===== src/design/assert_macros.svh =====
// Assertion helper macros for the frame handler RTL.
`ifndef ASSERT_MACROS_SVH
`define ASSERT_MACROS_SVH

// Implication checked at every edge outside of reset.
`define ASSERT_IMPL(label, ante, cons) \
  label: assert property (@(posedge clk) disable iff (!rst_n) (ante) |-> (cons)) \
    else $error("assertion failed");

// Next-cycle implication checked outside of reset.
`define ASSERT_NEXT(label, ante, cons) \
  label: assert property (@(posedge clk) disable iff (!rst_n) (ante) |=> (cons)) \
    else $error("assertion failed");

`endif


===== src/design/mbrtu_pkg.sv =====
// -----------------------------------------------------------------------------
// Modbus RTU slave package
// Shared types, constants and the CRC step function.
// -----------------------------------------------------------------------------
package mbrtu_pkg;

  localparam int FRAME_BYTES  = 8;
  localparam int BUFFER_DEPTH = 16;
  localparam int REPLY_MAX    = 15;

  localparam logic [7:0]  DEFAULT_ADDR = 8'h23;
  localparam logic [15:0] CRC_INIT     = 16'hFFFF;
  localparam logic [15:0] CRC_POLY     = 16'hA001;
  localparam logic [7:0]  FUNC_READ    = 8'h03;
  localparam logic [7:0]  FUNC_WRITE   = 8'h06;
  localparam logic [7:0]  EXC_FLAG     = 8'h80;
  localparam logic [15:0] REG_ADDR     = 16'h0010;
  localparam logic [7:0]  EXC_FUNC     = 8'h01;
  localparam logic [7:0]  EXC_ADDR     = 8'h02;
  localparam logic [7:0]  EXC_VALUE    = 8'h03;

  localparam logic [0:0] CFG_BOOT_ADDR = 1'b0;
  localparam logic [0:0] CFG_TIMEOUT   = 1'b1;
  localparam logic       OP_BYTE       = 1'b0;

  typedef struct packed {
    logic        operation;
    logic [7:0]  rx_byte;
    logic [15:0] temperature_reading;
    logic [15:0] humidity_reading;
  } in_item_t;

  typedef struct packed {
    logic [7:0]  tx_byte;
    logic        last_byte;
    logic        led_on;
    logic [15:0] brightness;
    logic        address_changed;
    logic [7:0]  station_address_now;
  } out_item_t;

  typedef enum logic [2:0] {
    ST_IDLE,
    ST_LOAD,
    ST_CHECK,
    ST_DECIDE,
    ST_BUILD,
    ST_SEND
  } state_t;

  function automatic logic [15:0] crc_bit(input logic [15:0] c);
    crc_bit = c[0] ? ((c >> 1) ^ CRC_POLY) : (c >> 1);
  endfunction

endpackage


===== src/design/mbrtu_ram.sv =====
// -----------------------------------------------------------------------------
// Generic RAM
// Single write port, single read port with registered read data.
// -----------------------------------------------------------------------------
module mbrtu_ram #(
  parameter int WIDTH = 8,
  parameter int DEPTH = 16
) (
  input  logic                     clk,
  input  logic                     we,
  input  logic [$clog2(DEPTH)-1:0] waddr,
  input  logic [WIDTH-1:0]         wdata,
  input  logic [$clog2(DEPTH)-1:0] raddr,
  output logic [WIDTH-1:0]         rdata
);

  logic [WIDTH-1:0] mem_r [DEPTH];

  always_ff @(posedge clk) begin
    if (we) begin
      mem_r[waddr] <= wdata;
    end
    rdata <= mem_r[raddr];
  end

endmodule


===== src/design/modbus_rtu_slave_frame_handler_top.sv =====
// -----------------------------------------------------------------------------
// Modbus RTU slave frame handler
// Buffers request bytes, handles a frame after line silence, streams replies.
// -----------------------------------------------------------------------------
// Channel  Direction  Handshake
// in_      input      in_valid / in_ready, payload in_data
// out_     output     out_valid / out_ready, payload out_data
// cfg_     input      cfg_we, cfg_index, cfg_wdata (no wait)
//
// A tick that ends the silence starts frame handling: the frame is loaded
// from the store, the CRC is shifted over six bytes one bit a cycle, and
// the reply is decided. Each reply byte before the CRC is run through the
// bit-serial CRC and is then held until its output transfer; the two CRC
// bytes follow one per cycle while the output is ready. The input is not
// ready during handling.
// Reset is synchronous, active low.
// -----------------------------------------------------------------------------
`include "assert_macros.svh"

module modbus_rtu_slave_frame_handler_top #(
  parameter int BUFFER_DEPTH = mbrtu_pkg::BUFFER_DEPTH
) (
  input  logic                 clk,
  input  logic                 rst_n,
  input  logic                 in_valid,
  output logic                 in_ready,
  input  mbrtu_pkg::in_item_t  in_data,
  output logic                 out_valid,
  input  logic                 out_ready,
  output mbrtu_pkg::out_item_t out_data,
  input  logic                 cfg_we,
  input  logic                 cfg_index,
  input  logic [15:0]          cfg_wdata
);

  localparam int AW = $clog2(BUFFER_DEPTH);
  localparam int CW = $clog2(BUFFER_DEPTH + 1);

  mbrtu_pkg::state_t state_r, state_nxt;

  logic [CW-1:0] cnt_r, cnt_nxt;
  logic          armed_r, armed_nxt;
  logic [15:0]   sil_r, sil_nxt;
  logic [15:0]   tmo_r;
  logic [7:0]    addr_r, addr_nxt;
  logic          led_r, led_nxt;
  logic [15:0]   bri_r, bri_nxt;
  logic [15:0]   temp_r, temp_nxt;
  logic [15:0]   hum_r, hum_nxt;

  logic [7:0]    fr_r [mbrtu_pkg::FRAME_BYTES];
  logic [7:0]    fr_nxt [mbrtu_pkg::FRAME_BYTES];
  logic [7:0]    rep_r [mbrtu_pkg::REPLY_MAX];
  logic [7:0]    rep_nxt [mbrtu_pkg::REPLY_MAX];
  logic [3:0]    rlen_r, rlen_nxt;
  logic [3:0]    idx_r, idx_nxt;
  logic [2:0]    bit_r, bit_nxt;
  logic [15:0]   crc_r, crc_nxt;
  logic          chg_r, chg_nxt;
  logic          ov_r, ov_nxt;
  logic [7:0]    txb_r, txb_nxt;
  logic          lastb_r, lastb_nxt;

  logic          ram_we;
  logic [AW-1:0] ram_waddr, ram_raddr;
  logic [7:0]    ram_rdata;

  logic          in_fire, out_fire;
  logic [15:0]   start_w, value_w, sil_inc, reg_v;
  logic [16:0]   sum_w;
  logic [7:0]    crc_in;

  mbrtu_ram #(.WIDTH(8), .DEPTH(BUFFER_DEPTH)) u_store (
    .clk   (clk),
    .we    (ram_we),
    .waddr (ram_waddr),
    .wdata (in_data.rx_byte),
    .raddr (ram_raddr),
    .rdata (ram_rdata)
  );

  assign in_fire  = in_valid && in_ready;
  assign out_fire = out_valid && out_ready;
  assign in_ready = (state_r == mbrtu_pkg::ST_IDLE);
  assign out_valid = ov_r;
  assign start_w  = {fr_r[2], fr_r[3]};
  assign value_w  = {fr_r[4], fr_r[5]};
  assign sum_w    = {1'b0, start_w} + {1'b0, value_w};
  assign sil_inc  = (sil_r == 16'hFFFF) ? sil_r : sil_r + 16'd1;
  assign ram_we   = in_fire && (in_data.operation == mbrtu_pkg::OP_BYTE)
                    && (cnt_r < CW'(BUFFER_DEPTH));
  assign ram_waddr = cnt_r[AW-1:0];
  assign ram_raddr = AW'(idx_r);

  always_comb begin
    state_nxt = state_r;
    cnt_nxt   = cnt_r;
    armed_nxt = armed_r;
    sil_nxt   = sil_r;
    addr_nxt  = addr_r;
    led_nxt   = led_r;
    bri_nxt   = bri_r;
    temp_nxt  = temp_r;
    hum_nxt   = hum_r;
    fr_nxt    = fr_r;
    rep_nxt   = rep_r;
    rlen_nxt  = rlen_r;
    idx_nxt   = idx_r;
    bit_nxt   = bit_r;
    crc_nxt   = crc_r;
    chg_nxt   = chg_r;
    ov_nxt    = ov_r;
    txb_nxt   = txb_r;
    lastb_nxt = lastb_r;
    reg_v     = 16'd0;
    crc_in    = 8'd0;
    case (state_r)
      mbrtu_pkg::ST_IDLE: begin
        if (in_fire) begin
          if (in_data.operation == mbrtu_pkg::OP_BYTE) begin
            if (cnt_r < CW'(BUFFER_DEPTH)) begin
              cnt_nxt = cnt_r + CW'(1);
            end
            if (cnt_r + CW'(1) >= CW'(mbrtu_pkg::FRAME_BYTES)) begin
              armed_nxt = 1'b1;
              sil_nxt   = 16'd0;
            end
          end else if (armed_r) begin
            sil_nxt = sil_inc;
            if (sil_inc >= tmo_r) begin
              armed_nxt = 1'b0;
              sil_nxt   = 16'd0;
              temp_nxt  = in_data.temperature_reading;
              hum_nxt   = in_data.humidity_reading;
              idx_nxt   = 4'd0;
              state_nxt = mbrtu_pkg::ST_LOAD;
            end
          end
        end
      end
      mbrtu_pkg::ST_LOAD: begin
        if (idx_r != 4'd0) begin
          fr_nxt[idx_r[2:0] - 3'd1] = ram_rdata;
        end
        idx_nxt = idx_r + 4'd1;
        if (idx_r == 4'(mbrtu_pkg::FRAME_BYTES)) begin
          idx_nxt   = 4'd0;
          bit_nxt   = 3'd0;
          crc_nxt   = mbrtu_pkg::CRC_INIT;
          state_nxt = mbrtu_pkg::ST_CHECK;
        end
      end
      mbrtu_pkg::ST_CHECK: begin
        crc_in  = (bit_r == 3'd0) ? fr_r[idx_r[2:0]] : 8'd0;
        crc_nxt = mbrtu_pkg::crc_bit(crc_r ^ {8'd0, crc_in});
        bit_nxt = bit_r + 3'd1;
        if (bit_r == 3'd7) begin
          idx_nxt = idx_r + 4'd1;
          if (idx_r == 4'd5) begin
            state_nxt = mbrtu_pkg::ST_DECIDE;
          end
        end
      end
      mbrtu_pkg::ST_DECIDE: begin
        cnt_nxt   = '0;
        chg_nxt   = 1'b0;
        rep_nxt[0] = fr_r[0];
        rep_nxt[1] = fr_r[1] + mbrtu_pkg::EXC_FLAG;
        rlen_nxt  = 4'd3;
        state_nxt = mbrtu_pkg::ST_BUILD;
        if (fr_r[0] != addr_r) begin
          state_nxt = mbrtu_pkg::ST_IDLE;
        end else if (crc_r != {fr_r[7], fr_r[6]}) begin
          rep_nxt[2] = mbrtu_pkg::EXC_VALUE;
        end else if (fr_r[1] == mbrtu_pkg::FUNC_READ) begin
          if (start_w > 16'd4) begin
            rep_nxt[2] = mbrtu_pkg::EXC_ADDR;
          end else if (value_w == 16'd0 || sum_w > 17'd5) begin
            rep_nxt[2] = mbrtu_pkg::EXC_VALUE;
          end else begin
            rep_nxt[1] = fr_r[1];
            rep_nxt[2] = {value_w[6:0], 1'b0};
            for (int i = 0; i < 5; i++) begin
              case (3'(start_w[2:0] + 3'(i)))
                3'd1:    reg_v = {15'd0, led_r};
                3'd2:    reg_v = bri_r;
                3'd3:    reg_v = temp_r;
                3'd4:    reg_v = hum_r;
                default: reg_v = 16'd0;
              endcase
              if (16'(i) < value_w) begin
                rep_nxt[3 + 2*i] = reg_v[15:8];
                rep_nxt[4 + 2*i] = reg_v[7:0];
              end
            end
            rlen_nxt = 4'(3 + 2 * value_w[2:0]);
          end
        end else if (fr_r[1] == mbrtu_pkg::FUNC_WRITE) begin
          if (start_w > 16'd5 && start_w != mbrtu_pkg::REG_ADDR) begin
            rep_nxt[2] = mbrtu_pkg::EXC_ADDR;
          end else begin
            if (start_w == mbrtu_pkg::REG_ADDR) begin
              addr_nxt = fr_r[5];
              chg_nxt  = 1'b1;
            end
            if (start_w == 16'd1) begin
              led_nxt = (value_w == 16'd1);
            end
            if (start_w == 16'd2) begin
              bri_nxt = value_w;
            end
            rep_nxt[1] = fr_r[1];
            rep_nxt[2] = 8'd2;
            rep_nxt[3] = fr_r[4];
            rep_nxt[4] = fr_r[5];
            rlen_nxt   = 4'd5;
          end
        end else begin
          rep_nxt[2] = mbrtu_pkg::EXC_FUNC;
        end
        idx_nxt = 4'd0;
        bit_nxt = 3'd0;
        crc_nxt = mbrtu_pkg::CRC_INIT;
      end
      mbrtu_pkg::ST_BUILD: begin
        if (!ov_r) begin
          crc_in  = (bit_r == 3'd0) ? rep_r[idx_r] : 8'd0;
          crc_nxt = mbrtu_pkg::crc_bit(crc_r ^ {8'd0, crc_in});
          bit_nxt = bit_r + 3'd1;
          if (bit_r == 3'd7) begin
            txb_nxt   = rep_r[idx_r];
            lastb_nxt = 1'b0;
            ov_nxt    = 1'b1;
            idx_nxt   = idx_r + 4'd1;
            if (idx_r + 4'd1 == rlen_r) begin
              state_nxt = mbrtu_pkg::ST_SEND;
            end
          end
        end else if (out_ready) begin
          ov_nxt = 1'b0;
        end
      end
      mbrtu_pkg::ST_SEND: begin
        if (ov_r && out_ready) begin
          ov_nxt = 1'b0;
        end
        if (!ov_r || out_ready) begin
          if (idx_r == rlen_r) begin
            txb_nxt   = crc_r[7:0];
            lastb_nxt = 1'b0;
            ov_nxt    = 1'b1;
            idx_nxt   = idx_r + 4'd1;
          end else if (idx_r == rlen_r + 4'd1) begin
            txb_nxt   = crc_r[15:8];
            lastb_nxt = 1'b1;
            ov_nxt    = 1'b1;
            idx_nxt   = idx_r + 4'd1;
          end else begin
            state_nxt = mbrtu_pkg::ST_IDLE;
          end
        end
      end
      default: state_nxt = mbrtu_pkg::ST_IDLE;
    endcase
    if (cfg_we && cfg_index == mbrtu_pkg::CFG_BOOT_ADDR) begin
      addr_nxt = (cfg_wdata[7:0] == 8'd0) ? mbrtu_pkg::DEFAULT_ADDR : cfg_wdata[7:0];
    end
  end

  always_ff @(posedge clk) begin
    if (!rst_n) begin
      state_r <= mbrtu_pkg::ST_IDLE;
      cnt_r   <= '0;
      armed_r <= 1'b0;
      sil_r   <= 16'd0;
      tmo_r   <= 16'd50;
      addr_r  <= mbrtu_pkg::DEFAULT_ADDR;
      led_r   <= 1'b0;
      bri_r   <= 16'd0;
      ov_r    <= 1'b0;
    end else begin
      state_r <= state_nxt;
      cnt_r   <= cnt_nxt;
      armed_r <= armed_nxt;
      sil_r   <= sil_nxt;
      addr_r  <= addr_nxt;
      led_r   <= led_nxt;
      bri_r   <= bri_nxt;
      ov_r    <= ov_nxt;
      if (cfg_we && cfg_index == mbrtu_pkg::CFG_TIMEOUT) begin
        tmo_r <= cfg_wdata;
      end
    end
  end

  always_ff @(posedge clk) begin
    temp_r  <= temp_nxt;
    hum_r   <= hum_nxt;
    fr_r    <= fr_nxt;
    rep_r   <= rep_nxt;
    rlen_r  <= rlen_nxt;
    idx_r   <= idx_nxt;
    bit_r   <= bit_nxt;
    crc_r   <= crc_nxt;
    chg_r   <= chg_nxt;
    txb_r   <= txb_nxt;
    lastb_r <= lastb_nxt;
  end

  assign out_data.tx_byte             = txb_r;
  assign out_data.last_byte           = lastb_r;
  assign out_data.led_on              = led_r;
  assign out_data.brightness          = bri_r;
  assign out_data.address_changed     = chg_r;
  assign out_data.station_address_now = addr_r;

  `ASSERT_IMPL(a_no_in_busy, state_r != mbrtu_pkg::ST_IDLE, !in_ready)
  `ASSERT_IMPL(a_out_only_busy, out_valid, state_r == mbrtu_pkg::ST_BUILD || state_r == mbrtu_pkg::ST_SEND)
  `ASSERT_IMPL(a_cnt_bound, 1'b1, cnt_r <= CW'(BUFFER_DEPTH))
  `ASSERT_NEXT(a_hold, out_valid && !out_ready, out_valid && $stable(txb_r))

endmodule


===== config.mk =====
export PLATFORM = sky130hd
export DESIGN_NAME = modbus_rtu_slave_frame_handler_top
export DESIGN_NICKNAME = d
export VERILOG_FILES = /design/src/design/mbrtu_pkg.sv /design/src/design/mbrtu_ram.sv /design/src/design/modbus_rtu_slave_frame_handler_top.sv
export VERILOG_INCLUDE_DIRS = /design/src /design/src/design
export SDC_FILE = /design/constraint.sdc
export NUM_CORES = 1
export LEC_CHECK = 0
export ABC_CLOCK_PERIOD_IN_PS = 6900
export BUFFER_PORTS_ARGS = -buffer_cell sky130_fd_sc_hd__buf_2
export CAP_MARGIN = 30
export CORE_ASPECT_RATIO = 0.5
export CORE_MARGIN = 3
export CORE_UTILIZATION = 35
export DETAILED_ROUTE_END_ITERATION = 8
export SYNTH_ARGS = -nofsm -noshare
export SYNTH_HDL_FRONTEND = slang
export SYNTH_HIERARCHICAL = 1
export SYNTH_SLANG_ARGS = --single-unit
export TNS_END_PERCENT = 10

===== constraint.sdc =====
create_clock -name clk -period 6.9 [get_ports clk]
set_input_delay 0.345 -clock clk [delete_from_list [all_inputs] [get_ports clk]]
set_output_delay 0.345 -clock clk [all_outputs]
set_load 0.02 [all_outputs]

==> results of run 1 <==
-- layout make-up --
cell class,count,share of cell area
Clock buffer,52,0.04562
Inverter,72,0.01111
Tap cell,812,0.04177
Sequential cell,439,0.5111
Timing Repair Buffer,169,0.04547
Clock inverter,23,0.007355
Multi-Input combinational cell,1026,0.3376
-- through the flow --
step | instances | area [µm²] | setup WS (ps)
finish | 2593 | 24330 | 1860
global placement | 2478 | 22650 | 2124
global route | 2593 | 24330 | 1581
floorplan | 1637 | 21330 | 1581
detailed placement | 2483 | 22690 | 2009
CTS | 2590 | 24300 | 1988
-- placed cells by master, fill, tap and decap left out, types with 33 or more instances in the layout --
cell type	instances
a21oi_1	60
dfxtp_1	75
mux4_2	58
buf_4	34
o21ai_0	59
mux2i_1	59
clkbuf_16	43
nor2_1	88
buf_2	101
edfxtp_1	364
a222oi_1	46
xnor2_1	49
nand2_1	145
a21boi_0	33
ha_1	47
inv_1	72
-- cell families (layout without fill, tap and decap cells) --
logic type	Yosys count	after routing	synth area share
adder cells (fa/ha/maj)	48	48	0.02851
flip-flops	439	439	0.5828
AND/OR/NAND/NOR	429	429	0.09966
buffers and inverters	172	316	0.03443
AO/OA/AOI/OAI	352	352	0.1205
multiplexers	138	138	0.1099
XOR/XNOR	59	59	0.02423
-- sequential cells by signal (all words and copies together) (netlist names), 3 cells and up --
name and cells:
bit_r 3, u_store/rdata 8, txb_r 8, temp_r 16, tmo_r 16, cnt_r 5
idx_r 4, crc_r 16, fr_r 64, rep_r 104, addr_r 8, u_store/mem_r 128
sil_r 16, bri_r 16, hum_r 16, state_r 3, rlen_r 3
-- power by group --
group          switching, mW  total [mW]  internal (mW)
sequential           0.00898        2.87           2.86
combinational         0.0589       0.107         0.0478
clock                  0.999        2.22           1.22
total                   1.07        5.20           4.13
-- repair_timing --
action                                  4_1_cts  5_1_grt
hold endpoints to repair                     32        0
endpoints found under the setup margin        0        0
hold buffers                                 32        0
-- worst paths after layout --
| path | from | to | slack (ps) | cells after the start |
|---|---|---|---|---|
| worst max-delay path | fr_r[33] | rep_r[46] | 1860 | 12 |
| worst min-delay path | cfg_wdata[12] | tmo_r[12] | 50 | 3 |
| worst max register to register | fr_r[33] | rep_r[46] | 1860 | 12 |
| worst min register to register | tmo_r[12] | tmo_r[12] | 460 | 2 |
-- worst register-to-register path, cell delays in order, from the launching register on --
cell and delay, ps:
edfxtp_1 330, buf_4 310, inv_1 270, fa_1 500, nor2b_1 240, o2111ai_1 190, a21oi_1 360, o21ai_0 180
xnor2_1 180, nor4_4 380, nand4_4 390, nor2_2 490, and4_1 820
-- routing by layer --
metal | routed length, µm | track usage | up-vias
met5 | 13 | 0 | -
met2 | 27150 | 0.2871 | 685
met3 | 5500 | 0.03621 | 121
met4 | 1688 | 0.05415 | 2
li1 | - | - | 6586
met1 | 25910 | 0.2641 | 7276
==> results.sh, run 1 <==
export IMPL_cts_inserted_buffers=43
export IMPL_post_route_drc_count=0
export IMPL_drtAntennaViolNets=0
export IMPL_dp_hpwl_mm=42.40
export IMPL_gp_congestion=0.8861
export IMPL_rsz0062_at_grt="no"
export IMPL_post_cts_resized=0
export IMPL_core_area_um2=59750
export IMPL_hold_violations=0
export IMPL_antenna_cells=0
export IMPL_clock_latency_ps=570
export IMPL_synthDistinctLibCells=75
export IMPL_clk_path_buf_depth=3
export IMPL_synth_top_area_frac=0.5124
export IMPL_finalSetupViolCount=0
export IMPL_synth_nets=1748
export IMPL_fillCellCount=5665
export IMPL_gr_total_overflow=0
export IMPL_synth_seq_cells=439
export IMPL_row_count=63
export IMPL_cts_tree="done"
export IMPL_powerDensity_nw_per_um2=213.6
export IMPL_timing_fmax_mhz=198.4
export IMPL_cts_max_level=2
export IMPL_layout_drive_gt1_share=0.1651
export IMPL_antenna_found_initial=2
export IMPL_io_buffers=99
export IMPL_avgRoutedWirePerCell_um=23.24
export IMPL_period_share=0.7304
export IMPL_yosysSeqAreaShare=0.5828
export IMPL_max_stage_delay_ps=820
export IMPL_power_leakage_nw=8.601
export IMPL_clkSlewWorstSetupHoldPaths_ps=60
export IMPL_critPathCaptureType="register"
export IMPL_grt_max_degree=70
export IMPL_cts_sinks=439
export IMPL_cp_arrival_ps=5230
export IMPL_hold_worst_slack_ps=45.30
export IMPL_critPathLaunchType="register"
export IMPL_multi_input_area_um2=8213
export IMPL_clockRootBuffer="clkbuf_16"
export IMPL_area_growth_pct=14.04
export IMPL_vdd_drop_max_v=0.0001295
export IMPL_initial_core_util=0.3570
export IMPL_grt_pass1_wl_mm=91.03
export IMPL_worstMarginPinSlew_ps=1007
export IMPL_critical_path_top_delay_family="simple AND/OR/NAND/NOR gates"
export IMPL_cts_setup_buffers=0
export IMPL_drt_wl_total_mm=60.26
export IMPL_dieArea_um2=64120
export IMPL_cp_max_fo=28
export IMPL_viasPerCell=5.658
export IMPL_netlist_top_cell_by_area="edfxtp_1"
export IMPL_holdCritPathClass="input port to register"
export IMPL_slowest_stage="and4_1"
export IMPL_total_power_mw=5.195
export IMPL_first_iter_violations=2294
export IMPL_vias=14670
export IMPL_maxSlewHeadroom=0.3259
export IMPL_synth_edf_count=364
export IMPL_cp_required_ps=7090
export IMPL_first_global_vias=14340
export IMPL_path_class="register to register"
export IMPL_synth_area_top_cells="edfxtp_1 51%, dfxtp_1 7.0%, mux4_2 6.1%, mux2i_1 2.8%, ha_1 2.8%"
export IMPL_path_buf_inv=2
export IMPL_io_pins=100
export IMPL_cp_cell_sequence="buf_4 > inv_1 > fa_1 > nor2b_1 > o2111ai_1 > a21oi_1 > o21ai_0 > xnor2_1 > nor4_4 > nand4_4 > nor2_2 > and4_1"
export IMPL_grt_use_total=0.1853
export IMPL_drv_slew=0
export IMPL_yosysWarnings=6
export IMPL_status="finished clean"
export IMPL_synth_cells=1637
export IMPL_netlist_area_um2=21330
export IMPL_die_h_um=180.6
export IMPL_finalCoreUtilization=0.4071
export IMPL_synth_area_per_cell_um2=13.03
export IMPL_yosys_top_cells_count="364 x edfxtp_1, 145 x nand2_1, 88 x nor2_1"
export IMPL_fin_skew_ps=25.72
export IMPL_cap_viol_max_count=0
export IMPL_fin_setup_tns_ps=0
export IMPL_die_w_um=355.1
export IMPL_synthFlopType="edfxtp_1"
export IMPL_async_reset_ff_frac=0
export IMPL_min_period_ps=5040
export IMPL_drtPass1Iterations=9
export IMPL_ff_latch_area_um2=12430
export IMPL_synth_most_common_cell="edfxtp_1"
export IMPL_final_nets=1862
(Power assumes the default switching activity.)
==> inputs of run 2 (changes only) <==
- ABC_AREA: unset -> 1
- ABC_CLOCK_PERIOD_IN_PS: 6900 -> 4400
- clock period: 6.9 -> 4.4 ns (I/O delays scaled with it)
==> run 2 against run 1 <==
Effect of this change: sequential power grew 85%; core utilization grew 0.39 points; clock skew grew 11 ps; count of clock-buffer cells in the layout grew 3; sequential share of layout area shrank 2.4 points; synthesized area grew 4.8%; setup slack lost 1200 ps; global-route usage grew 1.1 points; routed wire length grew 10%; largest power group unchanged.
==> results.sh, run 2 <==
export IMPL_status="finished clean"
export IMPL_max_stage_delay_ps=600
export IMPL_synth_top_area_frac=0.4888
export IMPL_sequentialPowerShare=0.410
export IMPL_holdCritPathClass="input port to register"
export IMPL_drtAntennaViolNets=0
export IMPL_powerDensity_nw_per_um2=508.2
export IMPL_gp_congestion=0.9162
export IMPL_viasPerCell=5.295
export IMPL_netlist_area_um2=22360
export IMPL_first_iter_violations=2108
export IMPL_largestRegisters="u_store/mem_r x128, rep_r x104, fr_r x64"
export IMPL_synthFlopType="edfxtp_1"
export IMPL_fin_cells=3431
export IMPL_grt_use_total=0.1963
export IMPL_power_leakage_nw=9.995
export IMPL_drt_wl_total_mm=66.48
export IMPL_antenna_cells=0
export IMPL_cts_tree="done"
export IMPL_clock_power_share=0.284
export IMPL_synth_most_common_cell="nand2_1"
export IMPL_io_buffers=99
export IMPL_synth_edf_count=364
export IMPL_p_int_mw=8.195
export IMPL_cp_required_ps=4860
export IMPL_cts_inserted_buffers=44
export IMPL_core_area_um2=62140
export IMPL_grt_max_degree=179
export IMPL_worstMarginPinSlew_ps=1055
export IMPL_path_class="register to register"
export IMPL_post_route_drc_count=0
export IMPL_fin_setup_tns_ps=0
export IMPL_critPathLaunchType="register"
export IMPL_cp_max_fo=15
export IMPL_yosysWarnings=6
export IMPL_avgRoutedWirePerCell_um=19.38
export IMPL_finalCoreUtilization=0.4110
export IMPL_critPathCaptureType="register"
export IMPL_final_nets=2685
export IMPL_die_w_um=363.5
export IMPL_gr_total_overflow=0
export IMPL_largest_reg_flops=128
export IMPL_vias=18170
export IMPL_period_share=0.8442
export IMPL_clock_latency_ps=580
export IMPL_drv_slew=0
export IMPL_grt_pass1_wl_mm=101.6
export IMPL_path_buf_inv=1
export IMPL_row_count=64
export IMPL_synth_area_per_cell_um2=9.145
export IMPL_dp_hpwl_mm=45.93
export IMPL_timing_fmax_mhz=269.2
export IMPL_io_pins=100
export IMPL_critical_path_top_delay_family="simple AND/OR/NAND/NOR gates"
export IMPL_synth_cells=2445
export IMPL_cap_viol_max_count=0
export IMPL_vdd_drop_max_v=0.0004673
export IMPL_cts_sinks=439
export IMPL_dieArea_um2=67140
export IMPL_layout_drive_gt1_share=0.09708
export IMPL_drtPass1Iterations=5
export IMPL_hold_violations=0
export IMPL_swShare=0.3686
export IMPL_synth_seq_cells=439
export IMPL_async_reset_ff_frac=0
export IMPL_min_period_ps=3715
export IMPL_clkSlewWorstSetupHoldPaths_ps=70
export IMPL_layout_commonest_cell="nand2_1"
export IMPL_clockRootBuffer="clkbuf_16"
export IMPL_yosys_top_cells_count="550 x nand2_1, 364 x edfxtp_1, 323 x inv_1"
export IMPL_maxSlewHeadroom=0.2962
export IMPL_cts_max_level=2
export IMPL_finalSetupViolCount=0
export IMPL_yosysSeqAreaShare=0.5560
export IMPL_dpl_cell_count=3307
export IMPL_initial_core_util=0.3598
export IMPL_comb_power_share=0.306
export IMPL_switchingPower_mw=4.784
export IMPL_synth_area_top_cells="edfxtp_1 49%, nand2_1 9.2%, dfxtp_1 6.7%, inv_1 5.4%, nand3_1 4.1%"
export IMPL_top_register="u_store/mem_r"
export IMPL_die_h_um=184.7
export IMPL_final_cell_mix="550 x nand2_1, 364 x edfxtp_1, 323 x inv_1"
export IMPL_first_global_vias=17250
export IMPL_clk_path_buf_depth=3
export IMPL_fin_skew_ps=36.81
export IMPL_netlist_top_cell_by_area="edfxtp_1"
export IMPL_synthDistinctLibCells=56
export IMPL_cp_cell_sequence="ha_1 > nand3_1 > nor2_1 > nand4_1 > inv_1 > nand4_1 > nand4_1 > xnor2_1 > ha_1 > a21oi_1 > o21ai_0 > a21oi_1 > nand3_1 > nor2_2 > nand2_1 > a21oi_1"
export IMPL_synth_nets=2556
export IMPL_rsz0062_at_grt="no"
export IMPL_slowest_stage="nor2_2"
export IMPL_antenna_found_initial=1
export IMPL_cp_arrival_ps=4180
export IMPL_area_growth_pct=14.22
-- run 2: changes by cell type in the layout (fill, tap and decap cells not counted), moves of 32 or more --
cell      change
a222oi_1     -46
o22ai_1      +40
o21ai_0      +88
nand3_1     +152
a21oi_1      +41
nor2_1      +129
o221ai_1     +45
mux4_2       -58
nand2_1     +405
mux2i_1      -59
a21boi_0     -32
xnor2_1      -36
inv_1       +251
-- run 2: kinds of logic (layout without fill, tap and decap cells) --
group	count (synthesis)	in the layout	share of synthesized area
adder cells (fa/ha/maj)	48	48	0.02719
AND/OR/NAND/NOR	1053	1053	0.2008
AO/OA/AOI/OAI	428	428	0.1196
buffers and inverters	432	593	0.07851
XOR/XNOR	45	45	0.01796
flip-flops	439	439	0.5560
-- run 2: through the flow --
stage | hold WS [ps] | cell area (µm²) | setup WS, ps | power [mW]
detailed placement | 398.6 | 23700 | 773.0 | 9.285
finish | 13.63 | 25540 | 685.4 | 12.98
global placement | 397.5 | 23630 | 810.8 | 9.196
floorplan | 318.9 | 22360 | 1026 | 7.925
global route | 9.394 | 25540 | 325.8 | 13.64
CTS | 0.1832 | 25530 | 742.2 | 12.99
-- run 2: worst reg2reg max path, cell delays in order (launching register included) --
cell and delay (ps):
dfxtp_1 380, ha_1 210, nand3_1 130, nor2_1 310, nand4_1 180, inv_1 110
nand4_1 140, nand4_1 130, xnor2_1 150, ha_1 280, a21oi_1 140, o21ai_0 100
a21oi_1 180, nand3_1 310, nor2_2 610, nand2_1 110, a21oi_1 160
-- run 2: per-layer routing --
metal,wire length [µm],global-route usage,up-vias
li1,-,-,8642
met1,28220,0.2655,8673
met2,30740,0.3211,721
met3,5667,0.03758,130
met4,1862,0.05905,0
met5,0,0,-
-- run 2: repair_timing --
action	in CTS	in global routing
gates resized for setup	0	0
buffers inserted	0	0
hold buffers	45	0
endpoints found under the hold margin	44	0
-- run 2: final timing paths --
path                   from   endpoint  slack [ps]  cells after the start
setup reg to reg   sil_r[1]   sil_r[5]         690                     16
setup / recovery   sil_r[1]   sil_r[5]         690                     16
hold reg to reg   tmo_r[15]  tmo_r[15]         470                      2
hold / removal       cfg_we   tmo_r[0]          10                      3
-- run 2: area by class of cell --
class	instances	area, µm²
Clock buffer	55	1185
Multi-Input combinational cell	1574	8178
Clock inverter	23	197.7
Inverter	338	1270
Fill cell	6054	36600
Sequential cell	439	12430
Timing Repair Buffer	177	1246
Tap cell	825	1032
-- run 2: power groups by stage --
stage               logic (mW)  registers (mW)  clock network [mW]
global placement          3.81            5.39                   0
detailed placement        3.90            5.38                   0
floorplan                 2.74            5.18                   0
CTS                       3.95            5.30                3.75
finish                    3.97            5.32                3.69
global route              4.38            5.33                3.93
